### src/rtl/sgcd_pkg.sv
// ----------------------------------------------------------------------------
// Stick gesture command detector package
// Shared widths, word layouts, register indexes and stick patterns.
// ----------------------------------------------------------------------------
`default_nettype none

package sgcd_pkg;

   localparam int STICK_W    = 10;
   localparam int TIME_W     = 32;
   localparam int DELAY_W    = 16;
   localparam int PATTERN_W  = 8;
   localparam int SET_W      = 2;
   localparam int TRIM_W     = 2;
   localparam int CSR_IDX_W  = 2;
   localparam int CSR_DATA_W = 16;
   localparam int REQ_DATA_W = 80;
   localparam int RSP_DATA_W = 16;

   // Request word layout, lowest bit first.
   localparam int REQ_THROTTLE_LSB = 0;
   localparam int REQ_ROLL_LSB     = 10;
   localparam int REQ_PITCH_LSB    = 20;
   localparam int REQ_YAW_LSB      = 30;
   localparam int REQ_NOW_LSB      = 40;
   localparam int REQ_ARMED_BIT    = 72;
   localparam int REQ_LANDED_BIT   = 73;
   localparam int REQ_SWITCH_BIT   = 74;
   localparam int REQ_GESTURE_BIT  = 75;

   // Response word layout, lowest bit first.
   localparam int RSP_SET_LSB     = 0;
   localparam int RSP_CHANGED_BIT = 2;
   localparam int RSP_TURN_BIT    = 3;
   localparam int RSP_ARMED_BIT   = 4;
   localparam int RSP_FB_LSB      = 5;
   localparam int RSP_LR_LSB      = 7;

   typedef enum logic [CSR_IDX_W-1:0] {
      CSR_LOW_THRESHOLD  = 2'd0,
      CSR_HIGH_THRESHOLD = 2'd1,
      CSR_HOLD_DELAY     = 2'd2,
      CSR_REPEAT_DELAY   = 2'd3
   } csr_index_type;

   localparam logic [STICK_W-1:0] LOW_THRESHOLD_RESET  = 10'd307;
   localparam logic [STICK_W-1:0] HIGH_THRESHOLD_RESET = 10'd716;
   localparam logic [DELAY_W-1:0] HOLD_DELAY_RESET     = 16'd2000;
   localparam logic [DELAY_W-1:0] REPEAT_DELAY_RESET   = 16'd100;

   typedef enum logic [2:0] {
      PHASE_MONITOR  = 3'b001,
      PHASE_CHANGING = 3'b010,
      PHASE_CHANGED  = 3'b100
   } phase_type;

   localparam logic [1:0] CODE_LO = 2'd1;
   localparam logic [1:0] CODE_HI = 2'd2;
   localparam logic [1:0] CODE_CE = 2'd3;

   // Patterns are {yaw, pitch, roll, throttle}.
   localparam logic [PATTERN_W-1:0] PAT_ARM      = {CODE_CE, CODE_CE, CODE_HI, CODE_LO};
   localparam logic [PATTERN_W-1:0] PAT_DISARM   = {CODE_CE, CODE_CE, CODE_LO, CODE_LO};
   localparam logic [PATTERN_W-1:0] PAT_TURN_ON  = PAT_ARM;
   localparam logic [PATTERN_W-1:0] PAT_TURN_OFF = PAT_DISARM;
   localparam logic [PATTERN_W-1:0] PAT_SET1     = {CODE_HI, CODE_LO, CODE_CE, CODE_LO};
   localparam logic [PATTERN_W-1:0] PAT_SET2     = {CODE_LO, CODE_LO, CODE_CE, CODE_LO};
   localparam logic [PATTERN_W-1:0] PAT_FB_UP    = {CODE_CE, CODE_HI, CODE_CE, CODE_LO};
   localparam logic [PATTERN_W-1:0] PAT_FB_DN    = {CODE_CE, CODE_LO, CODE_CE, CODE_LO};
   localparam logic [PATTERN_W-1:0] PAT_LR_DN    = {CODE_LO, CODE_CE, CODE_CE, CODE_LO};
   localparam logic [PATTERN_W-1:0] PAT_LR_UP    = {CODE_HI, CODE_CE, CODE_CE, CODE_LO};

   localparam logic [SET_W-1:0]  SET_ONE   = 2'd1;
   localparam logic [SET_W-1:0]  SET_TWO   = 2'd2;
   localparam logic [TRIM_W-1:0] TRIM_NONE = 2'sb00;
   localparam logic [TRIM_W-1:0] TRIM_UP   = 2'sb01;
   localparam logic [TRIM_W-1:0] TRIM_DOWN = 2'sb11;

endpackage

`default_nettype wire

### src/rtl/stick_gesture_command_detector_top.sv
// ----------------------------------------------------------------------------
// Stick gesture command detector
// Path: a request word is registered in the input stage and its result word in the output stage.
// Throughput: one word per cycle while the result stream is not stalled, limited by the single state update stage.
// Reset: synchronous; clears both pipeline stages, the hold tracker and the
// flags, and loads the threshold and delay registers with their defaults.
// ----------------------------------------------------------------------------
`default_nettype none

module stick_gesture_command_detector_top
   import sgcd_pkg::*;
(
   input  wire logic                  clock,
   input  wire logic                  reset,
   input  wire logic                  req_tvalid,
   output logic                       req_tready,
   // throttle[9:0], roll[19:10], pitch[29:20], yaw[39:30], now_ms[71:40],
   // motors_armed[72], is_landed[73], arm_switch_on[74],
   // gesture_arming_enabled[75], zero[79:76]
   input  wire logic [REQ_DATA_W-1:0] req_tdata,
   output logic                       rsp_tvalid,
   input  wire logic                  rsp_tready,
   // active_param_set[1:0], param_set_changed[2], turn_to_waypoint[3],
   // gesture_armed[4], trim_fore_aft_step[6:5], trim_left_right_step[8:7],
   // zero[15:9]
   output logic [RSP_DATA_W-1:0]      rsp_tdata,
   input  wire logic                  csr_valid,
   output logic                       csr_ready,
   input  wire logic [CSR_IDX_W-1:0]  csr_index,
   input  wire logic [CSR_DATA_W-1:0] csr_data
);

   logic [STICK_W-1:0]   low_threshold_ff;
   logic [STICK_W-1:0]   high_threshold_ff;
   logic [DELAY_W-1:0]   hold_delay_ff;
   logic [DELAY_W-1:0]   repeat_delay_ff;

   logic                 in_valid_ff;
   logic [REQ_DATA_W-1:0] in_data_ff;

   phase_type            phase_ff, phase_in;
   logic [PATTERN_W-1:0] held_ff, held_in;
   logic [TIME_W-1:0]    deadline_ff, deadline_in;
   logic [SET_W-1:0]     set_ff, set_in;
   logic                 turn_ff, turn_in;
   logic                 armed_ff, armed_in;

   logic                 out_valid_ff;
   logic [RSP_DATA_W-1:0] out_data_ff, out_data_in;

   logic                 advance;
   logic                 move;

   logic [PATTERN_W-1:0] pattern;
   logic [TIME_W-1:0]    now_ms;
   logic                 motors_armed;
   logic                 is_landed;
   logic                 switch_on;
   logic                 gesture_en;
   logic [TIME_W-1:0]    elapsed;
   logic                 passed;
   phase_type            track_phase;
   logic [SET_W-1:0]     next_set;
   logic                 changed;
   logic [TRIM_W-1:0]    fb_step;
   logic [TRIM_W-1:0]    lr_step;

   assign csr_ready  = 1'b1;
   assign advance    = !out_valid_ff || rsp_tready;
   assign move       = in_valid_ff && advance;
   assign req_tready = !in_valid_ff || advance;
   assign rsp_tvalid = out_valid_ff;
   assign rsp_tdata  = out_data_ff;

   always_ff @(posedge clock) begin
      if (reset) begin
         low_threshold_ff  <= LOW_THRESHOLD_RESET;
         high_threshold_ff <= HIGH_THRESHOLD_RESET;
         hold_delay_ff     <= HOLD_DELAY_RESET;
         repeat_delay_ff   <= REPEAT_DELAY_RESET;
      end else if (csr_valid && csr_ready) begin
         unique case (csr_index_type'(csr_index))
            CSR_LOW_THRESHOLD:  low_threshold_ff  <= csr_data[STICK_W-1:0];
            CSR_HIGH_THRESHOLD: high_threshold_ff <= csr_data[STICK_W-1:0];
            CSR_HOLD_DELAY:     hold_delay_ff     <= csr_data;
            CSR_REPEAT_DELAY:   repeat_delay_ff   <= csr_data;
            default: ;
         endcase
      end
   end

   always_comb begin
      logic [STICK_W-1:0] stick;
      pattern = '0;
      for (int k = 0; k < 4; k++) begin
         stick = in_data_ff[REQ_THROTTLE_LSB + k*STICK_W +: STICK_W];
         pattern[2*k+1] = stick > low_threshold_ff;
         pattern[2*k]   = stick < high_threshold_ff;
      end
   end

   assign now_ms       = in_data_ff[REQ_NOW_LSB +: TIME_W];
   assign motors_armed = in_data_ff[REQ_ARMED_BIT];
   assign is_landed    = in_data_ff[REQ_LANDED_BIT];
   assign switch_on    = in_data_ff[REQ_SWITCH_BIT];
   assign gesture_en   = in_data_ff[REQ_GESTURE_BIT];
   assign elapsed      = now_ms - deadline_ff;
   assign passed       = (elapsed != '0) && !elapsed[TIME_W-1];

   always_comb begin
      phase_in    = phase_ff;
      held_in     = held_ff;
      deadline_in = deadline_ff;
      set_in      = set_ff;
      turn_in     = turn_ff;
      armed_in    = armed_ff;
      track_phase = phase_ff;
      next_set    = set_ff;
      changed     = 1'b0;
      fb_step     = TRIM_NONE;
      lr_step     = TRIM_NONE;

      unique case (phase_ff)
         PHASE_MONITOR: begin
            if (held_ff != pattern) begin
               held_in     = pattern;
               deadline_in = now_ms + TIME_W'(hold_delay_ff);
               track_phase = PHASE_CHANGING;
            end
         end
         PHASE_CHANGING: begin
            if (held_ff == pattern) begin
               if (passed) begin
                  track_phase = PHASE_CHANGED;
               end
            end else begin
               track_phase = PHASE_MONITOR;
            end
         end
         default: ;
      endcase

      if (!motors_armed) begin
         phase_in = track_phase;
         if (track_phase == PHASE_CHANGED) begin
            if (gesture_en && held_in == PAT_ARM && switch_on && !armed_ff) begin
               armed_in = 1'b1;
            end else begin
               if (held_in == PAT_TURN_ON) begin
                  turn_in = 1'b1;
               end else if (held_in == PAT_TURN_OFF) begin
                  turn_in = 1'b0;
               end else if (held_in == PAT_SET1) begin
                  next_set = SET_ONE;
               end else if (held_in == PAT_SET2) begin
                  next_set = SET_TWO;
               end
               set_in  = next_set;
               changed = next_set != set_ff;
            end
            phase_in = PHASE_MONITOR;
         end
      end else if (is_landed) begin
         phase_in = track_phase;
         if (track_phase == PHASE_CHANGED) begin
            if (gesture_en && held_in == PAT_DISARM && armed_ff) begin
               armed_in = 1'b0;
               phase_in = PHASE_MONITOR;
            end else begin
               if (held_in == PAT_FB_UP) begin
                  fb_step = TRIM_UP;
               end else if (held_in == PAT_FB_DN) begin
                  fb_step = TRIM_DOWN;
               end else if (held_in == PAT_LR_DN) begin
                  lr_step = TRIM_DOWN;
               end else if (held_in == PAT_LR_UP) begin
                  lr_step = TRIM_UP;
               end
               if (fb_step != TRIM_NONE || lr_step != TRIM_NONE) begin
                  phase_in    = PHASE_CHANGING;
                  deadline_in = now_ms + TIME_W'(repeat_delay_ff);
               end else begin
                  phase_in = PHASE_MONITOR;
               end
            end
         end
      end else begin
         held_in     = held_ff;
         deadline_in = deadline_ff;
         phase_in    = PHASE_MONITOR;
      end

      out_data_in = {7'b0, lr_step, fb_step, armed_in, turn_in, changed, set_in};
   end

   always_ff @(posedge clock) begin
      if (reset) begin
         in_valid_ff  <= 1'b0;
         out_valid_ff <= 1'b0;
         phase_ff     <= PHASE_MONITOR;
         held_ff      <= '0;
         deadline_ff  <= '0;
         set_ff       <= SET_ONE;
         turn_ff      <= 1'b1;
         armed_ff     <= 1'b0;
      end else begin
         if (req_tvalid && req_tready) begin
            in_valid_ff <= 1'b1;
         end else if (move) begin
            in_valid_ff <= 1'b0;
         end
         if (move) begin
            out_valid_ff <= 1'b1;
            phase_ff     <= phase_in;
            held_ff      <= held_in;
            deadline_ff  <= deadline_in;
            set_ff       <= set_in;
            turn_ff      <= turn_in;
            armed_ff     <= armed_in;
         end else if (rsp_tready) begin
            out_valid_ff <= 1'b0;
         end
      end
   end

   always_ff @(posedge clock) begin
      if (req_tvalid && req_tready) begin
         in_data_ff <= req_tdata;
      end
      if (move) begin
         out_data_ff <= out_data_in;
      end
   end

endmodule

`default_nettype wire

### config.mk
export PLATFORM = sky130hd
export DESIGN_NAME = stick_gesture_command_detector_top
export DESIGN_NICKNAME = d
export VERILOG_FILES = /design/src/rtl/sgcd_pkg.sv /design/src/rtl/stick_gesture_command_detector_top.sv
export SDC_FILE = /design/constraint.sdc
export NUM_CORES = 1
export LEC_CHECK = 0
export ABC_AREA = 1
export BUFFER_PORTS_ARGS = -buffer_cell sky130_fd_sc_hd__buf_2
export CAP_MARGIN = 20
export CORE_UTILIZATION = 47
export CTS_BUF_LIST = sky130_fd_sc_hd__clkbuf_16
export CTS_CLUSTER_SIZE = 24
export DETAILED_ROUTE_END_ITERATION = 10
export PLACE_DENSITY = 0.76
export SLEW_MARGIN = 20
export SYNTH_ARGS = -nofsm -noshare
export SYNTH_HDL_FRONTEND = slang
export SYNTH_SLANG_ARGS = --single-unit
### constraint.sdc
create_clock -name clock -period 2.7 [get_ports clock]
set_input_delay 0.54 -clock clock [delete_from_list [all_inputs] [get_ports clock]]
set_output_delay 0.54 -clock clock [all_outputs]
set_load 0.005 [all_outputs]
# Word level (Yosys, flattened, before mapping)
# Cells that the tools add are included.
[op_classes]
n_addsub = 3
n_lt_le_gt_ge = 8
n_eq_ne = 18
muxes = 60
bitwise_logic = 3
n_reduce_logical = 28
[ops]
columns = ["operator", "n"]
rows = [
  ["two-way mux 32 bit", 7],
  ["adder 32 x 16 -> 32 bit", 2],
  ["two-way mux 2 bit", 25],
  ["== test 8 bit, second input constant", 6],
  ["> comparator 10 bit", 4],
  ["< comparator 10 bit", 4],
  ["two-way mux 8 bit", 4],
  ["nonzero test 32 bit", 1],
  ["subtractor 32 bit", 1],
  ["two-way mux 3 bit", 7],
  ["== test 8 x 7 -> 1 bit, second input constant", 2],
  ["two-way mux 1 bit", 16],
  ["AND reduction 2 bit", 5],
  ["== test 8 bit", 1],
  ["logical AND 1 bit", 8],
  ["inequality test 8 bit", 1],
  ["nonzero test 2 bit", 4],
  ["one-hot mux 3 bit (2 select lines)", 1],
  ["== test 2 bit, second input constant", 2],
  ["zero test 1 bit", 4],
  ["OR reduction 4 bit", 1],
  ["== test 3 x 1 -> 1 bit, second input constant", 1],
  ["== test 3 x 2 -> 1 bit, second input constant", 1],
  ["== test 3 bit, second input constant", 1],
  ["7 further kinds", 11],
]
[word_totals]
reg_bits = 186
input_bits = 103
output_inout_bits = 19

# Depth between registers and ports, before layout
# Gate-level depths: netlist of run 1.
[logic_depth]
word_depth = 20
ltp_mapped = 29
mapped_depth_nobuf = 28

# Worst setup path after synthesis of run 1
# OpenSTA, ideal clock, no wires.
[synth_timing]
kind = "reg-to-reg"
startpoint = "register in_data_ff[40]"
endpoint = "register out_data_ff[0] (netlist: rsp_tdata[0]) (data pin)"
setup_time_ns = 0.259
t_arrival_ns = 2.632
required_ns = 2.441
path_slack_ns = -0.191
stages_incl_launch_ff = 23
period_less_slack_ns = 2.891
path_cell_list = "edfxtp_1 inv_1 ha_1 fa_1 inv_1 nand3_1 nand3_1 nand2_1 nand2_1 nand2_1 nand2_1 xor2_1 nor2_1 nand2_1 nor2_1 nand3_2 nand2_1 nand2_2 nand3_4 nor2_8 nand3_1 o21ai_0 inv_1"
[synth_between]
elab_chain_len = 9
elab_cells_between_ends = 10
classes_between = "add/sub: 1; eq/ne: 1; mux: 5; reduce/logical: 3"
[synth_lines]
columns = ["element", "line", "source"]
rows = [
  ["start: declaration", "stick_gesture_command_detector_top.sv:39", "logic [REQ_DATA_W-1:0] in_data_ff;"],
  ["start signal: assignment", "stick_gesture_command_detector_top.sv:228", "in_data_ff <= req_tdata;"],
  ["subtractor 32 bit *", "stick_gesture_command_detector_top.sv:107", "assign elapsed = now_ms - deadline_ff;"],
  ["nonzero test 32 bit / zero test 1 bit (equally long branches)", "stick_gesture_command_detector_top.sv:108", "assign passed = (elapsed != '0) && !elapsed[TIME_W-1];"],
  ["logical AND 1 bit *", "stick_gesture_command_detector_top.sv:108", ""],
  ["two-way mux 3 bit *", "stick_gesture_command_detector_top.sv:133", "if (passed) begin"],
  ["two-way mux 3 bit *", "stick_gesture_command_detector_top.sv:132", "if (held_ff == pattern) begin"],
  ["one-hot mux 3 bit (2 select lines) *", "stick_gesture_command_detector_top.sv:123", "unique case (phase_ff)"],
  ["== test 3 bit *", "stick_gesture_command_detector_top.sv:145", "if (track_phase == PHASE_CHANGED) begin"],
  ["two-way mux 2 bit *", "stick_gesture_command_detector_top.sv:145", ""],
  ["two-way mux 2 bit *", "stick_gesture_command_detector_top.sv:143", "if (!motors_armed) begin"],
  ["via set_in[0]", "stick_gesture_command_detector_top.sv:44", "logic [SET_W-1:0] set_ff, set_in;"],
  ["end signal: assignment", "stick_gesture_command_detector_top.sv:231", "out_data_ff <= out_data_in;"],
  ["end: declaration", "stick_gesture_command_detector_top.sv:49", "logic [RSP_DATA_W-1:0] out_data_ff, out_data_in;"],
]
# Mark *: on every way through the listed nets, which the timed path passes. The rest lies on a longest branch.
# A chain may end at the register's enable or synchronous reset.

# Worst setup path after layout of run 1
[layout_timing]
startpoint = "register in_data_ff[17]"
endpoint = "register deadline_ff[7]"
[layout_between]
elab_chain_len = 20
elab_cells_between_ends = 41
classes_between = "order compare: 2; eq/ne: 8; mux: 26; reduce/logical: 5"
[layout_lines]
columns = ["element", "line", "source"]
rows = [
  ["< comparator 10 bit / > comparator 10 bit (equally long branches)", "stick_gesture_command_detector_top.sv:98, stick_gesture_command_detector_top.sv:97", ""],
  ["inequality test 8 bit", "stick_gesture_command_detector_top.sv:125", "if (held_ff != pattern) begin"],
  ["two-way mux 8 bit", "stick_gesture_command_detector_top.sv:125", ""],
  ["two-way mux 8 bit", "stick_gesture_command_detector_top.sv:123", ""],
  ["== test 8 bit", "stick_gesture_command_detector_top.sv:176", "end else if (held_in == PAT_LR_UP) begin"],
  ["two-way mux 1 bit", "stick_gesture_command_detector_top.sv:176", ""],
  ["two-way mux 2 bit", "stick_gesture_command_detector_top.sv:174", "end else if (held_in == PAT_LR_DN) begin"],
  ["two-way mux 2 bit", "stick_gesture_command_detector_top.sv:172", "end else if (held_in == PAT_FB_DN) begin"],
  ["[... 4 more ...]", "--", ""],
  ["two-way mux 2 bit", "stick_gesture_command_detector_top.sv:143", ""],
  ["nonzero test 2 bit", "stick_gesture_command_detector_top.sv:179", "if (fb_step != TRIM_NONE || lr_step != TRIM_NONE) begin"],
  ["logical OR 1 bit", "stick_gesture_command_detector_top.sv:179", ""],
  ["two-way mux 32 bit", "stick_gesture_command_detector_top.sv:179", ""],
  ["two-way mux 32 bit", "stick_gesture_command_detector_top.sv:166", "if (gesture_en && held_in == PAT_DISARM && armed_ff) begin"],
  ["two-way mux 32 bit", "stick_gesture_command_detector_top.sv:165", "if (track_phase == PHASE_CHANGED) begin"],
  ["two-way mux 32 bit", "stick_gesture_command_detector_top.sv:163", "end else if (is_landed) begin"],
  ["two-way mux 32 bit *", "stick_gesture_command_detector_top.sv:143", ""],
  ["end signal: assignment", "stick_gesture_command_detector_top.sv:216", "deadline_ff <= deadline_in;"],
  ["end: declaration", "stick_gesture_command_detector_top.sv:43", "logic [TIME_W-1:0] deadline_ff, deadline_in;"],
]
# Every way passes the cells marked *; elsewhere a longest branch is shown, timed or not. The select of a mux whose other input is x is not followed.

==> results of run 1 <==
[cells by family (layout without fill, tap and decap cells)]
group           count (synthesis)  in the layout
simple gates                  958            959
fa+ha+maj                     142            142
flops                         186            186
other cells                     2              9
mux                             3              3
buf+inv                       365            774
xor+xnor                       68             68
compound gates                290            290
[where the power goes]
part / internal [mW] / switching [mW]
combinational: 1.31 / 1.65
sequential: 3.12 / 0.133
clock: 1.35 / 1.18
[metrics by stage]
stage	power (mW)	instances	setup slack (ns)
final	8.73	2821	-0.639
after global routing	9.14	2820	-0.861
after CTS	8.55	2812	-0.414
after detailed placement	5.85	2748	-0.687
after global placement	5.77	2748	-0.613
after floorplan	4.76	2020	-0.0428
[what timing repair did]
item / CTS / global route
gates cloned: 3 / 1
endpoints found under the setup margin: 48 / 48
pin swaps: 60 / 41
resized for setup: 131 / 71
buffers inserted: 29 / 8
[sequential cells by signal, summed over array words and instances, names as in the netlist]
| name | cells |
|---|---|
| in_valid_ff | 1 |
| high_threshold_ff | 10 |
| held_ff | 8 |
| rsp_tvalid | 1 |
| low_threshold_ff | 10 |
| hold_delay_ff | 16 |
| turn_ff | 1 |
| deadline_ff | 32 |
| repeat_delay_ff | 16 |
| phase_ff | 3 |
| rsp_tdata | 9 |
| set_ff | 2 |
| armed_ff | 1 |
| in_data_ff | 76 |
[metal layers]
metal | vias to the layer above | GRT usage
li1 | 7361 | -
met1 | 6927 | 0.392
met2 | 671 | 0.476
met3 | 108 | 0.0584
met4 | 0 | 0.107
met5 | - | 0
[final cells by class]
cell class	instances	area, sq um
diodes	1	2.50
clock buffers	19	475
fillers	2498	10500
repair buffers	431	3150
inverters	311	1170
flip-flops and latches	186	4570
clock inverters	13	103
multi-input cells	1470	9130
well taps	390	488
[cells in the mapped netlist, drive strengths merged, types with 4 or more instances]
library cell,instances,share of area
dfxtp,101,0.14
clkbuf,28,0.0074
a21oi,148,0.052
nand2,572,0.15
o21a,5,0.0027
edfxtp,85,0.18
buf,26,0.013
inv,307,0.082
xor2,48,0.030
nor2,160,0.046
xnor2,20,0.012
nand4,52,0.023
nand3,130,0.049
ha,139,0.12
o21ai,105,0.037
and2,7,0.0031
o211ai,12,0.0064
nor3,29,0.011
clkinv,4,0.0011
o21bai,6,0.0032
[how the worst min path moves through the flow]
stage,start,endpoint,slack [ns]
2_1_floorplan,hold_delay_ff[10]$_SDFFE_PP1P_,hold_delay_ff[10]$_SDFFE_PP1P_,0.44
3_3_place_gp,deadline_ff[3]$_SDFFE_PP0P_,deadline_ff[3]$_SDFFE_PP0P_,0.45
3_5_place_dp,hold_delay_ff[8]$_SDFFE_PP1P_,hold_delay_ff[8]$_SDFFE_PP1P_,0.46
4_1_cts,req_tdata[44],in_data_ff[44]$_DFFE_PP_,0.25
5_1_grt,req_tdata[14],in_data_ff[14]$_DFFE_PP_,0.25
6_report,req_tdata[44],in_data_ff[44]$_DFFE_PP_,0.26
==> summary.md, run 1 <==
| Metric | Value |
|---|---|
| Mux share of post-synthesis cell area | `0.00221` |
| WP depth | `19` |
| WHS | `0.264 ns` |
| Worst-path clk slew | `~0.08 ns` |
| HPWL Detailed | `34.3 mm` |
| GRT Util Overall | `0.296` |
| Xor and xnor area share after synthesis | `0.0421` |
| Slowest stage delay, CP | `around 0.48 ns` |
| Delay-heaviest family, CP | `simple AND/OR/NAND/NOR gates` |
| Peak supply drop | `roughly 0.44 mV` |
| Syn Area/Cell | `7.02 sq um` |
| Failing checks | `negative setup slack` |
| Flop2flop setup slack | `-0.64 ns` |
| Relative slew margins | `0.571` |
| IO buf count | `around 110` |
| CP max stage cell | `edfxtp_1` |
| Final Net Count | `2,662` |
| Synthesized cell area | `between 10,000 and 15,000 sq um` |
| Inserted Clock Buffers | `17` |
| Post-Synth Adder-Cell Area | `0.127` |
| Initial Util | `0.477` |
| Number of synthesized flops with an enable pin | `85` |
| Drt pass-1 iters | `7` |
| Full die area | `between 30,000 and 40,000 sq um` |
| Unrepaired setup endpoints after global routing | `yes` |
| Area Overhead vs Synth | `35.1%` |
| Buf/Inv on CP | `4` |
| Die Wd | `around 180 um` |
| Fmax | `about 300 MHz` |
| Register bit total from synthesis | `about 190` |
| Post-route ant nets | `0` |
| Worst EP required | `a little over 3 ns` |
| Vias | `15,100` |
| Height of the chip | `between 150 and 200 um` |
| Reg-to-reg startpoint | `in_data_ff[17]$_DFFE_PP_` |
| LEAKAGE | `approximately 9.4 nW` |
| WL per Instance | `between 15 and 20 um` |
| Detailed-route DRC error count | `0` |
| Post-route design area | `19,100 sq um` |
| Sink Count | `186` |
| Top layer reached by signal wires | `met4` |
| Seq/Total Area, Yosys | `0.324` |
| Fin. max-slew vios | `0` |
| Share of cells above drive strength 1 | `0.279` |
| Post-DR vias/cell | `5.34` |
| First-pass GRT wire length | `slightly above 70 mm` |
| Crit path from | `in_data_ff[17]$_DFFE_PP_` |
| Wl on met1 | `~20 mm` |
| Worst R2R End | `deadline_ff[7]$_SDFFE_PP0P_` |
| Status | `finished, violations left` |
| CP Capture Point | `deadline_ff[7]$_SDFFE_PP0P_` |
| Final setup violation count | `48` |
| Compound-Gate Fraction of Synth Area | `0.110` |
| Final worst slack | `-0.639 ns` |
| Setup TNS | `-26.48 ns` |
| Total core area | `29,600 sq um` |
| Clk buf depth | `2` |
| Ys async rst share | `0` |
| Grt total ovfl | `0` |
| Number of synthesis warnings | `0` |
| Setup Crit Path Kind | `flip-flop to flip-flop` |
| WL final | `between 40 and 50 mm` |
| DP Area | `between 15,000 and 20,000 sq um` |
| Root Buffer | `clkbuf_16` |
| Clock Latency Late Sink | `0.45 ns` |
| Crit Path Max Fanout | `7` |
| WL met2 | `roughly 21 mm` |
| Final Util | `0.644` |
| CP Launch Type | `flip-flop` |
| I/O pins | `122` |
| Hold path depth | `1` |
| CP Cell Sequence | `ha_4, nand2_1, nor2_2, nor3b_4, nand2_1, nand3_1, nand2_1, buf_4, o21ai_4, nand3_2, inv_1, o211ai_1, o21ai_2, buf_12, nand3_4, buf_12, nand2_1, nand3_2, a21oi_2` |
| Worst EP arrival | `3.71 ns` |
| Most common cell after layout, fill and taps aside | `nand2_1` |
| Top FF cell, synth | `dfxtp_1` |
| Fin. Hold Viols | `0` |
| Htree depth | `4` |
| Most frequent cells in the layout | `nand2_1 (518), buf_4 (302), inv_1 (286)` |
| GPL Wtd Cong | `~0.95` |
| TritonCTS clock tree | `done` |
| Crit-path most repeated cell | `nand2_1` |
| Initial antenna violation count | `1` |
| Period utilization | `1.24` |
| Max Cap Violations | `0` |
| Hold Path Class | `primary input to flip-flop` |
| FF-to-FF path depth | `19` |
| Final Skew | `approximately 0.012 ns` |
| Met3 wire length | `4.23 mm` |
| Largest net degree at the start of global routing | `between 50 and 60` |
| Main combinational cell family by area after synthesis | `simple AND/OR/NAND/NOR gates` |
| Library cells used by synthesis | `50` |
| Simple-gate share of the synthesized area | `0.291` |
| Hold Buf Count CTS | `0` |
| PD cells | `about 460 nW/um^2` |
| Post-synthesis cell count | `between 2,000 and 2,500` |
| Initial drt markers | `between 1,000 and 1,500` |
| Slew @ Worst Pin | `around 0.64 ns` |
| Crit. End Element | `flip-flop` |
| Min Tclk post-route | `between 3 and 4 ns` |
| Num rows | `63` |
| Vias in the first global route | `roughly 14,000` |
(Power assumes the default switching activity.)
==> run 2, diff against run 1 <==
CORE_UTILIZATION = 32   (was 47)
PLACE_DENSITY = 0.58   (was 0.76)
==> run 2 against run 1 <==
Net effect: the run still ends with negative setup slack left; global-route usage decreased by 9.1 points; sequential power about the same; clock power grew 4%; clock skew increased by 0.0015 ns; via count is 3.9% lower; non-clock buffer count rose by 5; first-iteration DRC count shrank 15%; register-to-register slack gained 0.09 ns; largest cell class unchanged.
==> summary.md, run 2 (synthesis gave the netlist of run 1 again) <==
| Metric | Value |
|---|---|
| Sink Count | `~190` |
| Post-DR vias/cell | `approximately 4.8` |
| HPWL Detailed | `about 35 mm` |
| CP Cell Sequence | `ha_4, nand2_4, nor2_4, nor3b_4, nand2_2, nand3_4, nand2_2, buf_6, nand2_4, o21ai_4, nand2_1, inv_1, o211ai_1, o21ai_2, buf_12, buf_12, buf_4, buf_12, nand4_1, nand3_1, a21oi_2` |
| TritonCTS clock tree | `done` |
| WHS | `around 0.25 ns` |
| Min Tclk post-route | `3.25 ns` |
| Worst R2R End | `deadline_ff[20]$_SDFFE_PP0P_` |
| FF-to-FF path depth | `21` |
| Height of the chip | `about 210 um` |
| Delay-heaviest family, CP | `simple AND/OR/NAND/NOR gates` |
| PD cells | `approximately 450 nW/um^2` |
| Hold Buf Count CTS | `0` |
| Register area | `around 4600 sq um` |
| Fmax | `around 310 MHz` |
| Worst-path clk slew | `0.08 ns` |
| Hold Path Class | `primary input to flip-flop` |
| Hold_sp | `req_tdata[2]` |
| Biggest regs | `in_data_ff: 76 flops, deadline_ff: 32 flops` |
| Setup Crit Path Kind | `flip-flop to flip-flop` |
| Fin. max-slew vios | `0` |
| Crit. End Element | `flip-flop` |
| I/O pins | `between 100 and 150` |
| Inserted Clock Buffers | `17` |
| GRT Util Overall | `0.204` |
| Vias in the first global route | `about 14,000` |
| LEAKAGE | `9.43 nW` |
| WL final | `around 46 mm` |
| # fillers | `4,349` |
| Most common cell after layout, fill and taps aside | `nand2_1` |
| Hold path depth | `1` |
| Worst EP arrival | `3.64 ns` |
| Drt pass-1 iters | `6` |
| Failing checks | `negative setup slack` |
| Clock Latency Late Sink | `roughly 0.46 ns` |
| Unrepaired setup endpoints after global routing | `yes` |
| Clk buf depth | `2` |
| Initial Util | `0.326` |
| Post-route design area | `approximately 20,000 sq um` |
| Max FFs per register | `between 70 and 80` |
| Relative slew margins | `0.590` |
| Area of the multi-input gates | `just over 9000 sq um` |
| Area Overhead vs Synth | `38.6%` |
| Die Wd | `about 210 um` |
| Flop2flop setup slack | `-0.55 ns` |
| Worst Hold End | `in_data_ff[2]$_DFFE_PP_` |
| Slowest stage delay, CP | `~0.47 ns` |
| Slew @ Worst Pin | `just over 0.6 ns` |
| Reg with most FFs | `in_data_ff` |
| Period utilization | `1.20` |
| Full die area | `~45,000 sq um` |
| Status | `finished, violations left` |
| Share of cells above drive strength 1 | `0.295` |
| Crit Path Max Fanout | `9` |
| Initial antenna violation count | `0` |
| Most frequent cells in the layout | `nand2_1 (513), buf_4 (298), inv_1 (276)` |
| WL per Instance | `~15 um` |
| Post-route ant nets | `0` |
| Vias | `roughly 14,000` |
| CP max stage cell | `edfxtp_1` |
| Root Buffer | `clkbuf_16` |
| Final Net Count | `about 2,700` |
| Detailed-route DRC error count | `0` |
| First-pass GRT wire length | `72.1 mm` |
| DP Area | `17,500 sq um` |
| Setup TNS | `-23.04 ns` |
| Fin. Hold Viols | `0` |
| Num rows | `between 70 and 80` |
| Htree depth | `4` |
| Total core area | `about 43,000 sq um` |
| Final worst slack | `-0.553 ns` |
| CP Launch Type | `flip-flop` |
| Largest net degree at the start of global routing | `between 50 and 60` |
| Buf/Inv on CP | `6` |
| Reg-to-reg startpoint | `in_data_ff[39]$_DFFE_PP_` |
| Final Skew | `0.0138 ns` |
| GPL Wtd Cong | `roughly 0.93` |
| Max Cap Violations | `0` |
| Inserted Diodes | `0` |
| Final Util | `0.452` |
| Worst EP required | `3.09 ns` |
| Final setup violation count | `48` |
| IO buf count | `109` |
| Grt total ovfl | `0` |
| Initial drt markers | `1,034` |
| Peak supply drop | `between 0.4 and 0.5 mV` |
| Crit-path most repeated cell | `buf_12` |
| Worst slack at placement | `-0.616 ns` |
-- run 2: cell types whose count changed in the layout (fill, tap and decap cells not counted), sizes merged --
cell    change
inv         -2
clkinv      +3
buf         +4
nor2        -1
diode       -1
clkbuf      +1
bufinv      -1
-- run 2: cell type report --
class / instances / share of cell area
sequential: 186 / 0.234
timing repair buffer: 436 / 0.167
tap: 585 / 0.0374
inverter: 311 / 0.0598
clock buffer: 19 / 0.0243
multi-input combinational: 1469 / 0.471
clock inverter: 13 / 0.00747
-- run 2: repair_timing --
item,CTS,global route
resized for setup,173,72
endpoints found under the setup margin,48,48
gates cloned,2,3
buffers inserted,30,14
pin swaps,38,44
-- run 2: metal layers --
metal,vias to the layer above,GRT usage,wire [um]
met5,-,0,0
li1,7368,-,-
met4,0,0.0605,856
met3,55,0.0188,1840
met1,6700,0.297,22800
met2,362,0.318,20400
-- run 2: per-stage QoR --
stage | power [mW] | cells
4_1_cts | 8.73 | 3004
6_report | 8.81 | 3019
3_5_place_dp | 5.84 | 2940
3_3_place_gp | 5.80 | 2940
2_1_floorplan | 4.76 | 2020
5_1_grt | 9.30 | 3019
-- run 2: how the worst max path moves through the flow --
| stage | slack, ns | to | cells after the start | from |
|---|---|---|---|---|
| after floorplan | -0.04 | deadline_ff[15]$_SDFFE_PP0P_ | 24 | in_data_ff[40]$_DFFE_PP_ |
| after detailed placement | -0.62 | deadline_ff[26]$_SDFFE_PP0P_ | 22 | low_threshold_ff[9]$_SDFFE_PP0P_ |
| after CTS | -0.39 | rsp_tdata[1]$_DFFE_PP_ | 18 | in_data_ff[29]$_DFFE_PP_ |
| after global routing | -0.73 | deadline_ff[13]$_SDFFE_PP0P_ | 25 | in_data_ff[40]$_DFFE_PP_ |
| after global placement | -0.62 | deadline_ff[25]$_SDFFE_PP0P_ | 22 | low_threshold_ff[9]$_SDFFE_PP0P_ |
| final | -0.55 | deadline_ff[20]$_SDFFE_PP0P_ | 21 | in_data_ff[39]$_DFFE_PP_ |
-- run 2: report_power, final --
part	switching (mW)	leakage (nW)	internal (mW)
Clock	1.28	0.307	1.35
Combinational	1.63	7.47	1.31
Sequential	0.130	1.65	3.12
Total	3.03	9.43	5.78
==> run 3, diff against run 2 <==
ABC_AREA = unset   (was 1)
HOLD_SLACK_MARGIN = 0.06   (was unset)
==> run 3 against run 2 <==
Net effect: the run still ends with negative setup slack left; first-iteration DRC count decreased by 5.9%; worst hold slack lost 0.0047 ns; design area decreased by 2.6%; via count down 7.8%; synthesized cell count decreased by 24%; die area fell by 7.7%; sequential share of layout area is 0.64 points higher; critical endpoint is now deadline_ff[22]$_SDFFE_PP0P_; sequential power is 2% lower; critical path depth is 5 lower; fmax fell by 19%; critical path type unchanged.
==> summary.md, run 3 <==
| Metric | Value |
|---|---|
| Setup TNS | `-57.98 ns` |
| Initial antenna violation count | `0` |
| Peak supply drop | `approximately 0.42 mV` |
| Met1 Track Usage GR | `0.293` |
| Hold Path Class | `primary input to flip-flop` |
| Area of the multi-input gates | `roughly 9000 sq um` |
| Height of the chip | `204 um` |
| Most frequent cell after synthesis | `nand2_1` |
| Vias in the first global route | `about 13,000` |
| GR peak layer | `met2` |
| Fin. Hold Viols | `0` |
| Reg-to-reg startpoint | `in_data_ff[53]$_DFFE_PP_` |
| Unrepaired setup endpoints after global routing | `yes` |
| Full die area | `~42,000 sq um` |
| Clk buf depth | `2` |
| Sink Count | `186` |
| Final setup violation count | `54` |
| Min Tclk post-route | `~4 ns` |
| Ys async rst share | `0` |
| Most frequent cells in the layout | `buf_4 (395), nand2_1 (193), ha_1 (114)` |
| Biggest regs | `in_data_ff: 76 flops, deadline_ff: 32 flops` |
| CP Launch Type | `flip-flop` |
| Area Overhead vs Synth | `46.5%` |
| Reg with most FFs | `in_data_ff` |
| GRT Util Overall | `0.217` |
| Post-DR vias/cell | `5.23` |
| WL final | `about 46 mm` |
| I/O pins | `between 100 and 150` |
| Top cell type's share of synthesized area | `0.196` |
| Fmax | `roughly 250 MHz` |
| Period utilization | `1.49` |
| TritonCTS clock tree | `done` |
| Share of cells above drive strength 1 | `0.375` |
| Hold Buf Count CTS | `0` |
| Worst EP arrival | `between 4 and 5 ns` |
| Vias | `roughly 13,000` |
| # fillers | `about 3,800` |
| Initial drt markers | `between 900 and 1,000` |
| Syn Area/Cell | `8.55 sq um` |
| Number of synthesis warnings | `0` |
| Worst-path clk slew | `0.08 ns` |
| Post-synth top area cell | `edfxtp_1` |
| Synth top cells by count | `nand2_1 (199), ha_1 (139), a21oi_1 (134)` |
| IO buf count | `109` |
| Inserted Clock Buffers | `17` |
| Max FFs per register | `between 70 and 80` |
| GPL Wtd Cong | `approximately 0.94` |
| Flop2flop setup slack | `-1.32 ns` |
| Clock Latency Late Sink | `~0.46 ns` |
| Largest net degree at the start of global routing | `77` |
| Status | `finished, violations left` |
| PD cells | `between 400 and 500 nW/um^2` |
| Num rows | `73` |
| Post-synthesis cell count | `roughly 1,500` |
| Crit Path Max Fanout | `7` |
| Setup Crit Path Kind | `flip-flop to flip-flop` |
| Final Net Count | `~2,300` |
| FF-to-FF path depth | `16` |
| Slew @ Worst Pin | `between 0.7 and 0.8 ns` |
| Htree depth | `4` |
| Met2 Track Usage GR | `0.346` |
| Final worst slack | `-1.32 ns` |
| Worst Hold End | `in_data_ff[66]$_DFFE_PP_` |
| Total core area | `between 30,000 and 40,000 sq um` |
| Register area | `between 4000 and 5000 sq um` |
| Number of synthesized flops with an enable pin | `85` |
| Most common cell after layout, fill and taps aside | `buf_4` |
| Seq/Total Area, Yosys | `0.351` |
| Top FF cell, synth | `dfxtp_1` |
| Worst R2R End | `deadline_ff[22]$_SDFFE_PP0P_` |
| Final Skew | `0.0104 ns` |
| Relative slew margins | `0.491` |
| WL per Instance | `around 18 um` |
| HPWL Detailed | `between 30 and 40 mm` |
| Detailed-route DRC error count | `0` |
| Routing usage on met3 | `0.0331` |
| Root Buffer | `clkbuf_16` |
| Drt pass-1 iters | `6` |
| Worst EP required | `between 3 and 4 ns` |
| Failing checks | `negative setup slack` |
| Crit. End Element | `flip-flop` |
| Grt total ovfl | `0` |
| Hold path depth | `1` |
| Post-route ant nets | `0` |
| Library cells used by synthesis | `88` |
| Fin. max-slew vios | `0` |
| Max Cap Violations | `0` |
| Inserted Diodes | `0` |
| First-pass GRT wire length | `~70 mm` |
| Synthesized cell area | `13,000 sq um` |
| Top post-synthesis cells by area | `edfxtp_1 (20%), dfxtp_1 (16%), ha_1 (13%), nand2_1 (5.7%), a21oi_1 (5.1%)` |
| LEAKAGE | `8.00 nW` |
| Die Wd | `204 um` |
| Initial Util | `0.326` |
| Hold_sp | `req_tdata[66]` |
| Register bit total from synthesis | `~190` |
| Final Util | `0.478` |
run 3: cell count changes in the layout (fill, tap and decap cells not counted), sizes merged, moves of 29 or more:
cell / delta
a211oi: +29
buf: +93
inv: -222
nand2: -372
nand3: -85
nor2: -37
run 3: worst max-delay path, stage by stage, from the launching register on:
cell and delay [ns]:
edfxtp_1 0.45, ha_1 0.35, buf_4 0.17, a21oi_1 0.36, buf_4 0.21, and3_1 0.21
a21oi_4 0.09, a31oi_4 0.23, mux2i_2 0.30, a311oi_2 0.14, a311o_2 0.41, o21ai_2 0.19
buf_12 0.15, o31a_1 0.25, buf_4 0.16, o31ai_4 0.05, a211oi_2 0.21
run 3: layer usage:
layer  wire length (um)  up-vias  share of wire
li1                   -     6602              -
met1              21100     6275           0.46
met2              20900      388           0.46
met3               2310       87          0.051
met4               1320        0          0.029
met5                  0        -              0
run 3: how the worst max path moves through the flow:
stage                     cells past startpoint  slack (ns)                      endpoint                      from
after floorplan                              14       -1.08        set_ff[0]$_SDFFE_PP1P_  in_data_ff[57]$_DFFE_PP_
after global placement                       18       -1.48  deadline_ff[24]$_SDFFE_PP0P_  in_data_ff[60]$_DFFE_PP_
after detailed placement                     17       -1.48  deadline_ff[31]$_SDFFE_PP0P_  in_data_ff[60]$_DFFE_PP_
after CTS                                    17       -1.20  deadline_ff[24]$_SDFFE_PP0P_  in_data_ff[40]$_DFFE_PP_
after global routing                         19       -1.46  deadline_ff[20]$_SDFFE_PP0P_  in_data_ff[40]$_DFFE_PP_
final                                        16       -1.32  deadline_ff[22]$_SDFFE_PP0P_  in_data_ff[53]$_DFFE_PP_
run 3: area by class of cell:
type,instances,share of cell area
Clock buffer,17,0.0223
Clock inverter,15,0.00715
Inverter,85,0.0167
Multi-Input combinational cell,1194,0.475
Sequential cell,186,0.240
Tap cell,525,0.0344
Timing Repair Buffer,530,0.205
run 3: timing repair:
item,in CTS,in global routing
setup endpoints to repair,54,54
buffers inserted,21,35
gates cloned,1,2
endpoints found under the hold margin,0,0
gates resized for setup,138,86
pin swaps,45,63
run 3: cells by family (layout without fill, tap and decap cells):
logic type	Yosys count	in the layout	synth area share
AO/OA/AOI/OAI	426	426	0.218
other	2	8	0.000576
multiplexers	12	12	0.00931
adder cells (fa/ha/maj)	142	142	0.138
XOR/XNOR	53	53	0.0356
flip-flops	186	186	0.351
AND/OR/NAND/NOR	553	553	0.200
buffers and inverters	150	647	0.0474
run 3: where the power goes:
part | switching, mW | leakage, nW | internal, mW | total, mW
registers | 0.105 | 1.65 | 3.10 | 3.20
clock network | 1.26 | 0.267 | 1.22 | 2.48
logic | 1.50 | 6.08 | 1.41 | 2.92
run 3: metrics by stage:
stage          hold WS (ns)  total power [mW]  setup slack [ns]  instances  instance area, sq um
2_1_floorplan         0.436              4.55             -1.08       1530                 13300
3_3_place_gp          0.451              5.67             -1.48       2466                 16900
3_5_place_dp          0.455              5.70             -1.48       2466                 16900
4_1_cts               0.228              8.41             -1.20       2517                 18400
5_1_grt               0.228              9.01             -1.46       2552                 19100
6_report              0.247              8.60             -1.32       2552                 19100
